`src/rtl/srsa_pkg.sv`:
```
// shared constants and control types for the sweeping range scan assembler
`timescale 1ns / 1ps
`default_nettype none
package srsa_pkg;

  localparam int SENSORS = 4;
  localparam int STEPS = 9;
  localparam int SLOTS = SENSORS * STEPS;

  localparam int SENS_W = (SENSORS > 1) ? $clog2(SENSORS) : 1;
  localparam int STEP_W = $clog2(STEPS);
  localparam int SLOT_W = 6;
  localparam int RANGE_W = 16;
  localparam int ANGLE_W = 16;
  localparam int STEP_ANGLE_W = 15;
  localparam int CFG_W = 16;

  localparam logic CFG_START_ANGLE = 1'b0;
  localparam logic CFG_STEP_ANGLE = 1'b1;

  localparam logic ACT_START = 1'b0;
  localparam logic ACT_TICK = 1'b1;

  localparam logic [ANGLE_W-1:0] START_ANGLE_RST = 16'hFE3E;
  localparam logic [STEP_ANGLE_W-1:0] STEP_ANGLE_RST = 15'd100;

  typedef struct packed {
    logic capture;
    logic load_start;
    logic mem_wr;
    logic [SENS_W-1:0] sensor;
    logic advance;
    logic dump_rd;
    logic [SLOT_W-1:0] dump_idx;
    logic dump_first;
    logic dump_last;
  } ctrl_cmd_t;

  typedef struct packed {
    logic action;
    logic armed;
    logic scan_end;
  } dp_status_t;

endpackage
`default_nettype wire

```
`src/rtl/srsa_ctrl.sv`:
```
// controller: sequences start commands, buffer writes, angle update and scan dump
`timescale 1ns / 1ps
`default_nettype none
module srsa_ctrl
  import srsa_pkg::*;
(
  input  wire logic       clk,
  input  wire logic       rst,
  input  wire logic       start,
  output logic            busy,
  input  wire dp_status_t status,
  output ctrl_cmd_t       cmd
);

  localparam logic [2:0] ST_IDLE = 3'd0;
  localparam logic [2:0] ST_DECIDE = 3'd1;
  localparam logic [2:0] ST_WRITE = 3'd2;
  localparam logic [2:0] ST_UPDATE = 3'd3;
  localparam logic [2:0] ST_DUMP = 3'd4;

  logic [2:0] state;
  logic [2:0] state_next;
  logic [SENS_W-1:0] sensor;
  logic [SENS_W-1:0] sensor_next;
  logic [SLOT_W-1:0] dump_idx;
  logic [SLOT_W-1:0] dump_idx_next;

  assign busy = (state != ST_IDLE);

  always_comb begin
    state_next = state;
    sensor_next = sensor;
    dump_idx_next = dump_idx;
    cmd = '0;
    cmd.sensor = sensor;
    cmd.dump_idx = dump_idx;
    unique case (state)
      ST_IDLE: begin
        if (start) begin
          cmd.capture = 1'b1;
          state_next = ST_DECIDE;
        end
      end
      ST_DECIDE: begin
        sensor_next = '0;
        if (status.action == ACT_START) begin
          cmd.load_start = 1'b1;
          state_next = ST_IDLE;
        end else if (!status.armed) begin
          // ticks before the first start command are dropped
          state_next = ST_IDLE;
        end else begin
          state_next = ST_WRITE;
        end
      end
      ST_WRITE: begin
        cmd.mem_wr = 1'b1;
        sensor_next = sensor + 1'b1;
        if (sensor == SENS_W'(SENSORS - 1)) begin
          state_next = ST_UPDATE;
        end
      end
      ST_UPDATE: begin
        cmd.advance = 1'b1;
        dump_idx_next = '0;
        state_next = status.scan_end ? ST_DUMP : ST_IDLE;
      end
      ST_DUMP: begin
        cmd.dump_rd = 1'b1;
        cmd.dump_first = (dump_idx == '0);
        cmd.dump_last = (dump_idx == SLOT_W'(SLOTS - 1));
        dump_idx_next = dump_idx + 1'b1;
        if (cmd.dump_last) begin
          state_next = ST_IDLE;
        end
      end
      default: begin
        state_next = ST_IDLE;
      end
    endcase
  end

  always_ff @(posedge clk) begin
    if (rst) begin
      state <= ST_IDLE;
      sensor <= '0;
      dump_idx <= '0;
    end else begin
      state <= state_next;
      sensor <= sensor_next;
      dump_idx <= dump_idx_next;
    end
  end

endmodule
`default_nettype wire

```
`src/rtl/srsa_datapath.sv`:
```
// datapath: config registers, joint angle, step state, scan buffer and result registers
`timescale 1ns / 1ps
`default_nettype none
module srsa_datapath
  import srsa_pkg::*;
(
  input  wire logic               clk,
  input  wire logic               rst,
  input  wire logic               cfg_we,
  input  wire logic               cfg_index,
  input  wire logic [CFG_W-1:0]   cfg_data,
  input  wire logic               action,
  input  wire logic [RANGE_W-1:0] range_0,
  input  wire logic [RANGE_W-1:0] range_1,
  input  wire logic [RANGE_W-1:0] range_2,
  input  wire logic [RANGE_W-1:0] range_3,
  input  wire ctrl_cmd_t          cmd,
  output dp_status_t              status,
  output logic                    strobe,
  output logic                    angle_valid,
  output logic [ANGLE_W-1:0]      target_angle,
  output logic                    scan_valid,
  output logic [SLOT_W-1:0]       slot_index,
  output logic [RANGE_W-1:0]      slot_range,
  output logic                    last
);

  logic [ANGLE_W-1:0] start_angle;
  logic [STEP_ANGLE_W-1:0] step_angle;
  logic [ANGLE_W-1:0] joint_angle;
  logic [ANGLE_W-1:0] joint_angle_next;
  logic [STEP_W-1:0] step_count;
  logic forward_dir;
  logic armed;
  logic item_action;
  logic [RANGE_W-1:0] in_ranges [4];
  logic [RANGE_W-1:0] item_range [SENSORS];
  logic [RANGE_W-1:0] scan_buffer [SLOTS];
  logic [SLOT_W:0] slot_base;
  logic [SLOT_W:0] slot_raw;
  logic [SLOT_W-1:0] wr_addr;
  logic scan_end;

  assign in_ranges[0] = range_0;
  assign in_ranges[1] = range_1;
  assign in_ranges[2] = range_2;
  assign in_ranges[3] = range_3;

  assign scan_end = (step_count == STEP_W'(STEPS - 1));
  assign status.action = item_action;
  assign status.armed = armed;
  assign status.scan_end = scan_end;

  // forward: sensor*STEPS + step, reverse: (sensor+1)*STEPS - step, buffer size wraps to 0
  always_comb begin
    slot_base = (SLOT_W+1)'(cmd.sensor) * (SLOT_W+1)'(STEPS);
    if (forward_dir) begin
      slot_raw = slot_base + (SLOT_W+1)'(step_count);
    end else begin
      slot_raw = slot_base + (SLOT_W+1)'(STEPS) - (SLOT_W+1)'(step_count);
    end
    if (slot_raw >= (SLOT_W+1)'(SLOTS)) begin
      wr_addr = '0;
    end else begin
      wr_addr = slot_raw[SLOT_W-1:0];
    end
  end

  assign joint_angle_next = forward_dir ? joint_angle + ANGLE_W'(step_angle)
                                        : joint_angle - ANGLE_W'(step_angle);

  always_ff @(posedge clk) begin
    if (rst) begin
      start_angle <= START_ANGLE_RST;
      step_angle <= STEP_ANGLE_RST;
    end else if (cfg_we) begin
      if (cfg_index == CFG_START_ANGLE) begin
        start_angle <= cfg_data;
      end else begin
        step_angle <= cfg_data[STEP_ANGLE_W-1:0];
      end
    end
  end

  always_ff @(posedge clk) begin
    if (rst) begin
      joint_angle <= '0;
      step_count <= '0;
      forward_dir <= 1'b1;
      armed <= 1'b0;
    end else if (cmd.load_start) begin
      joint_angle <= start_angle;
      step_count <= '0;
      armed <= 1'b1;
    end else if (cmd.advance) begin
      joint_angle <= joint_angle_next;
      if (scan_end) begin
        step_count <= '0;
        forward_dir <= !forward_dir;
      end else begin
        step_count <= step_count + 1'b1;
      end
    end
  end

  always_ff @(posedge clk) begin
    if (cmd.capture) begin
      item_action <= action;
      for (int i = 0; i < SENSORS; i++) begin
        item_range[i] <= in_ranges[i];
      end
    end
  end

  // scan buffer: one write port, registered read straight into the result register
  always_ff @(posedge clk) begin
    if (cmd.mem_wr) begin
      scan_buffer[wr_addr] <= item_range[cmd.sensor];
    end
    if (cmd.dump_rd) begin
      slot_range <= scan_buffer[cmd.dump_idx];
    end else if (cmd.load_start || cmd.advance) begin
      slot_range <= '0;
    end
  end

  always_ff @(posedge clk) begin
    if (rst) begin
      strobe <= 1'b0;
    end else begin
      strobe <= cmd.load_start || (cmd.advance && !scan_end) || cmd.dump_rd;
    end
  end

  always_ff @(posedge clk) begin
    if (cmd.load_start) begin
      angle_valid <= 1'b1;
      target_angle <= start_angle;
      scan_valid <= 1'b0;
      slot_index <= '0;
      last <= 1'b1;
    end else if (cmd.advance) begin
      angle_valid <= 1'b1;
      target_angle <= joint_angle_next;
      scan_valid <= 1'b0;
      slot_index <= '0;
      last <= 1'b1;
    end else if (cmd.dump_rd) begin
      // first entry of a dump also carries the new target
      angle_valid <= cmd.dump_first;
      target_angle <= cmd.dump_first ? joint_angle : '0;
      scan_valid <= 1'b1;
      slot_index <= cmd.dump_idx;
      last <= cmd.dump_last;
    end
  end

endmodule
`default_nettype wire

```
`src/rtl/sweeping_range_scan_assembler.sv`:
```
// top level of the sweeping range scan assembler
// start command: busy covers the decide state, and the result strobe is registered from the start-angle load
// ordinary tick: a decide state, one buffer write per sensor, an update state, then the registered result
// scan-end tick: the update gives no strobe, then a dump of all SLOTS entries, one buffer entry per cycle
// each result comes on a strobe; the receiver cannot stall
// synchronous reset: idle, disarmed, forward direction, angle and step count zero
`timescale 1ns / 1ps
`default_nettype none
module sweeping_range_scan_assembler
  import srsa_pkg::*;
(
  input  wire logic               clk,
  input  wire logic               rst,
  input  wire logic               start,
  output logic                    busy,
  input  wire logic               action,
  input  wire logic [RANGE_W-1:0] range_0,
  input  wire logic [RANGE_W-1:0] range_1,
  input  wire logic [RANGE_W-1:0] range_2,
  input  wire logic [RANGE_W-1:0] range_3,
  input  wire logic               cfg_we,
  input  wire logic               cfg_index,
  input  wire logic [CFG_W-1:0]   cfg_data,
  output logic                    strobe,
  output logic                    angle_valid,
  output logic [ANGLE_W-1:0]      target_angle,
  output logic                    scan_valid,
  output logic [SLOT_W-1:0]       slot_index,
  output logic [RANGE_W-1:0]      slot_range,
  output logic                    last
);

  ctrl_cmd_t cmd;
  dp_status_t status;

  srsa_ctrl u_ctrl (
    .clk    (clk),
    .rst    (rst),
    .start  (start),
    .busy   (busy),
    .status (status),
    .cmd    (cmd)
  );

  srsa_datapath u_datapath (
    .clk          (clk),
    .rst          (rst),
    .cfg_we       (cfg_we),
    .cfg_index    (cfg_index),
    .cfg_data     (cfg_data),
    .action       (action),
    .range_0      (range_0),
    .range_1      (range_1),
    .range_2      (range_2),
    .range_3      (range_3),
    .cmd          (cmd),
    .status       (status),
    .strobe       (strobe),
    .angle_valid  (angle_valid),
    .target_angle (target_angle),
    .scan_valid   (scan_valid),
    .slot_index   (slot_index),
    .slot_range   (slot_range),
    .last         (last)
  );

endmodule
`default_nettype wire

```
`config.mk`:
```
export PLATFORM = sky130hd
export DESIGN_NAME = sweeping_range_scan_assembler
export DESIGN_NICKNAME = d
export VERILOG_FILES = /design/src/rtl/srsa_pkg.sv /design/src/rtl/srsa_ctrl.sv /design/src/rtl/srsa_datapath.sv /design/src/rtl/sweeping_range_scan_assembler.sv
export SDC_FILE = /design/constraint.sdc
export NUM_CORES = 1
export LEC_CHECK = 0
export BUFFER_PORTS_ARGS = -buffer_cell sky130_fd_sc_hd__clkbuf_2
export CAP_MARGIN = 20
export CELL_PAD_IN_SITES_DETAIL_PLACEMENT = 2
export CELL_PAD_IN_SITES_GLOBAL_PLACEMENT = 2
export CORE_MARGIN = 2
export CORE_UTILIZATION = 47
export DETAILED_ROUTE_END_ITERATION = 8
export PLACE_DENSITY_LB_ADDON = 0.05
export SETUP_SLACK_MARGIN = 0.2
export SLEW_MARGIN = 10
export SYNTH_ARGS = -nofsm -noshare
export SYNTH_HDL_FRONTEND = slang
export SYNTH_HIERARCHICAL = 1
export SYNTH_SLANG_ARGS = --single-unit
```
`constraint.sdc`:
```
create_clock -name clk -period 6.64 [get_ports clk]
set_clock_uncertainty 0.1 [all_clocks]
set_input_delay 0.332 -clock clk [delete_from_list [all_inputs] [get_ports clk]]
set_output_delay 0.332 -clock clk [all_outputs]
set_load 0.05 [all_outputs]
```
==> impl_metrics.env <==
export IMPL_grt_use_total=0.3007
export IMPL_antenna_found_initial=4
export IMPL_drive_gt1_frac=0.2619
export IMPL_synth_cell_types=59
export IMPL_cp_required_ns=6.84
export IMPL_firstDrtPassIters=5
export IMPL_cts_buffer_depth=3
export IMPL_fin_util=0.5601
export IMPL_start_kind="register"
export IMPL_fill_cells=5412
export IMPL_async_reset_ff_frac=0
export IMPL_finalPower_w=0.009948
export IMPL_drt_initial_drc_count=1581
export IMPL_whs_ns=0.1508
export IMPL_antenna_cells=0
export IMPL_final_max_slew_viol_count=0
export IMPL_dieWidth_um=257.2
export IMPL_cts_resized=0
export IMPL_core_area_um2=63200
export IMPL_synth_seq_area_share=0.7196
export IMPL_min_period_ns=4.661
export IMPL_drc=0
export IMPL_cts_inserted_buffers=80
export IMPL_yosys_warnings=6
export IMPL_drv_cap=0
export IMPL_status="complete, no violations"
export IMPL_grt_start_max_net_pins=66
export IMPL_synth_top_cell_by_area="edfxtp_1"
export IMPL_cp_max_fo=16
export IMPL_core_rowCount=92
export IMPL_finalSetupViolations=0
export IMPL_htree_levels=3
export IMPL_crit_buf_inv=3
export IMPL_critPathLaunch="u_ctrl/sensor[1]$_SDFFE_PP0P_"
export IMPL_syn_inst=1656
export IMPL_clkLatencyLatePin_ns=0.65
export IMPL_hold_path_class="in -> reg"
export IMPL_clock_sinks=747
export IMPL_crit_slowest_cell="nor3_1"
export IMPL_power_density_nw_per_um2=281.0
export IMPL_syn_nets=1776
export IMPL_cp_arrival_ns=4.86
export IMPL_wl_mm=98.08
export IMPL_crit_chain="inv_1, ha_1, inv_1, ha_1, fa_1, and3b_1, o21ai_0, a21oi_1, nor3_1, nand4_1, nor3_2, buf_4"
export IMPL_setup_tns_ns=0
export IMPL_ir_worst_vdd_mv=0.1573
export IMPL_grt_pass1_vias=19021
export IMPL_syn_avg_cell_area_um2=18.20
export IMPL_tightest_slew_ns=1.161
export IMPL_synth_area_um2=30140
export IMPL_synthTopCellsByArea="edfxtp_1, mux4_2, dfxtp_1, nand2_1, ha_1"
export IMPL_crit_path_max_incr_delay_ns=0.82
export IMPL_r2r_start="u_ctrl/sensor[1]$_SDFFE_PP0P_"
export IMPL_num_vias=17415
export IMPL_port_buffers=128
export IMPL_synth_top_area_frac=0.6705
export IMPL_min_from="cfg_we"
export IMPL_synth_main_ff_cell="edfxtp_1"
export IMPL_syn_to_final_growth_pct=17.43
export IMPL_setup_slack_ns=1.979
export IMPL_dp_hpwl_mm=57.98
export IMPL_synth_seq_cells=747
export IMPL_clk_pin_slew_ns=0.06
export IMPL_postCtsHoldBufs=84
export IMPL_viasPerCell=6.158
export IMPL_ant_nets=0
export IMPL_cts_tree="done"
export IMPL_wl_per_cell_um=34.68
export IMPL_rsz0062_at_grt="no"
export IMPL_cts_setup_buffers=0
export IMPL_nets=2040
export IMPL_grt_pass1_wl_mm=140.8
export IMPL_slew_headroom=0.2262
export IMPL_cp_top_family="simple AND/OR/NAND/NOR gates"
export IMPL_synth_edf_count=673
export IMPL_finalHoldViolCount=0
export IMPL_die_y_um=257.2
export IMPL_fmax_ghz=0.2145
export IMPL_root_buffer="clkbuf_16"
export IMPL_place_ws_ns=2.127
export IMPL_grt_remaining_overflow=0
export IMPL_globalplace_congestion=0.7972
export IMPL_end_kind="register"
export IMPL_dieArea_um2=66180
export IMPL_worst_setup_path_type="reg -> reg"
export IMPL_period_share=0.7020
export IMPL_initial_core_util=0.4770
export IMPL_num_io_pins=129
export IMPL_leakage_nw=11.61
worst min-delay path, stage by stage:
cell,delay (ns)
clkbuf_2,0.11
nor2b_1,0.21
nand2_1,0.10
nand3_1,0.07
cell families (layout without fill, tap and decap cells):
logic type | after synthesis | count (layout) | synth area share
AO/OA/AOI/OAI | 178 | 178 | 0.03578
XOR/XNOR | 24 | 24 | 0.006974
adder cells (fa/ha/maj) | 34 | 34 | 0.01486
buffers and inverters | 121 | 447 | 0.01677
flip-flops | 747 | 747 | 0.7196
multiplexers | 226 | 226 | 0.1549
AND/OR/NAND/NOR | 326 | 326 | 0.05114
Yosys cell counts (3+ instances only):
cell and number:
a221oi_1 6, dfxtp_1 74, buf_6 3, mux4_2 192, o31ai_1 6, nor3_1 34
nand3b_1 5, o21bai_1 4, xor2_1 11, or3_1 9, nor3b_1 4, ha_1 31
nor2_1 59, buf_4 3, nor2b_1 11, nand2_1 128, clkbuf_1 56, nor4_1 7
xnor2_1 13, nand3_1 31, o21ai_0 31, inv_1 30, mux2_2 3, a31oi_1 9
nand2b_1 8, buf_2 14, and2_1 6, buf_1 12, a211oi_1 12, o211ai_1 5
and3_1 4, o21a_1 3, nand4_1 8, a21oi_1 77, edfxtp_1 673, a21o_1 13
mux2i_1 31, fa_1 3
flip-flops by register name (all words and copies together), names as in the netlist, 2 cells and up:
signal	count
u_datapath/slot_index	6
u_datapath/step_count	4
u_ctrl/state	3
u_datapath/slot_range	16
u_datapath/target_angle	16
u_datapath/joint_angle	16
u_datapath/step_angle	15
u_datapath/item_range	64
u_ctrl/dump_idx	6
u_datapath/start_angle	16
u_ctrl/sensor	2
u_datapath/scan_buffer	576
through the flow:
stage          std cells  area (um2)
3_5_place_dp        2596       32020
6_report            2828       35400
4_1_cts             2824       35350
5_1_grt             2828       35400
3_3_place_gp        2595       32010
2_1_floorplan       1656       30140
power by group:
part           total, W  switching (W)  internal (W)
Combinational  0.000325       0.000226     0.0000994
Sequential      0.00521      0.0000314       0.00518
Clock           0.00441        0.00192       0.00249
Total           0.00995        0.00218       0.00777
layout make-up:
class	count	area (um2)	area share
clock inverter	44	337.8	0.009544
sequential	747	21700	0.6131
timing repair buffer	270	1963	0.05546
clock buffer	100	2151	0.06076
multi-input combinational	788	8061	0.2277
inverter	33	123.9	0.003499
tap	846	1059	0.02990
cell usage in the layout, fill, tap and decap left out, types with 11 or more instances in the layout:
cell type / synthesis / final
nand3_1: 31 / 31
nand2_1: 128 / 128
edfxtp_1: 673 / 673
nor2_1: 59 / 59
clkinv_2: 0 / 16
o21ai_0: 31 / 31
mux2i_1: 31 / 31
xor2_1: 11 / 11
ha_1: 31 / 31
clkbuf_16: 0 / 83
nor3_2: 0 / 16
mux4_2: 192 / 192
nor3_1: 34 / 18
a21o_1: 13 / 13
inv_1: 30 / 30
a21oi_1: 77 / 76
buf_4: 3 / 52
nor2b_1: 11 / 11
clkbuf_1: 56 / 16
a211oi_1: 12 / 12
clkbuf_2: 0 / 128
clkinv_1: 2 / 23
dlygate4sd3_1: 0 / 84
xnor2_1: 13 / 13
dfxtp_1: 74 / 69
routing by layer:
metal,global-route usage,vias to the layer above,part of all wire
met5,0.005848,-,0.0010
met4,0.1139,10,0.038
met3,0.04699,170,0.055
met2,0.5212,726,0.52
met1,0.3824,9341,0.39
li1,-,7168,-
final timing paths:
kind | end | slack (ns) | depth (start not counted)
setup / recovery | u_datapath/scan_buffer[28][13]$_DFFE_PP_ | 1.98 | 12
hold / removal | u_datapath/start_angle[1]$_SDFFE_PP1P_ | 0.15 | 4
setup reg to reg | u_datapath/scan_buffer[28][13]$_DFFE_PP_ | 1.98 | 12
hold reg to reg | u_datapath/step_angle[14]$_SDFFE_PP0P_ | 0.36 | 2
Power figures use the tool's default switching activity.
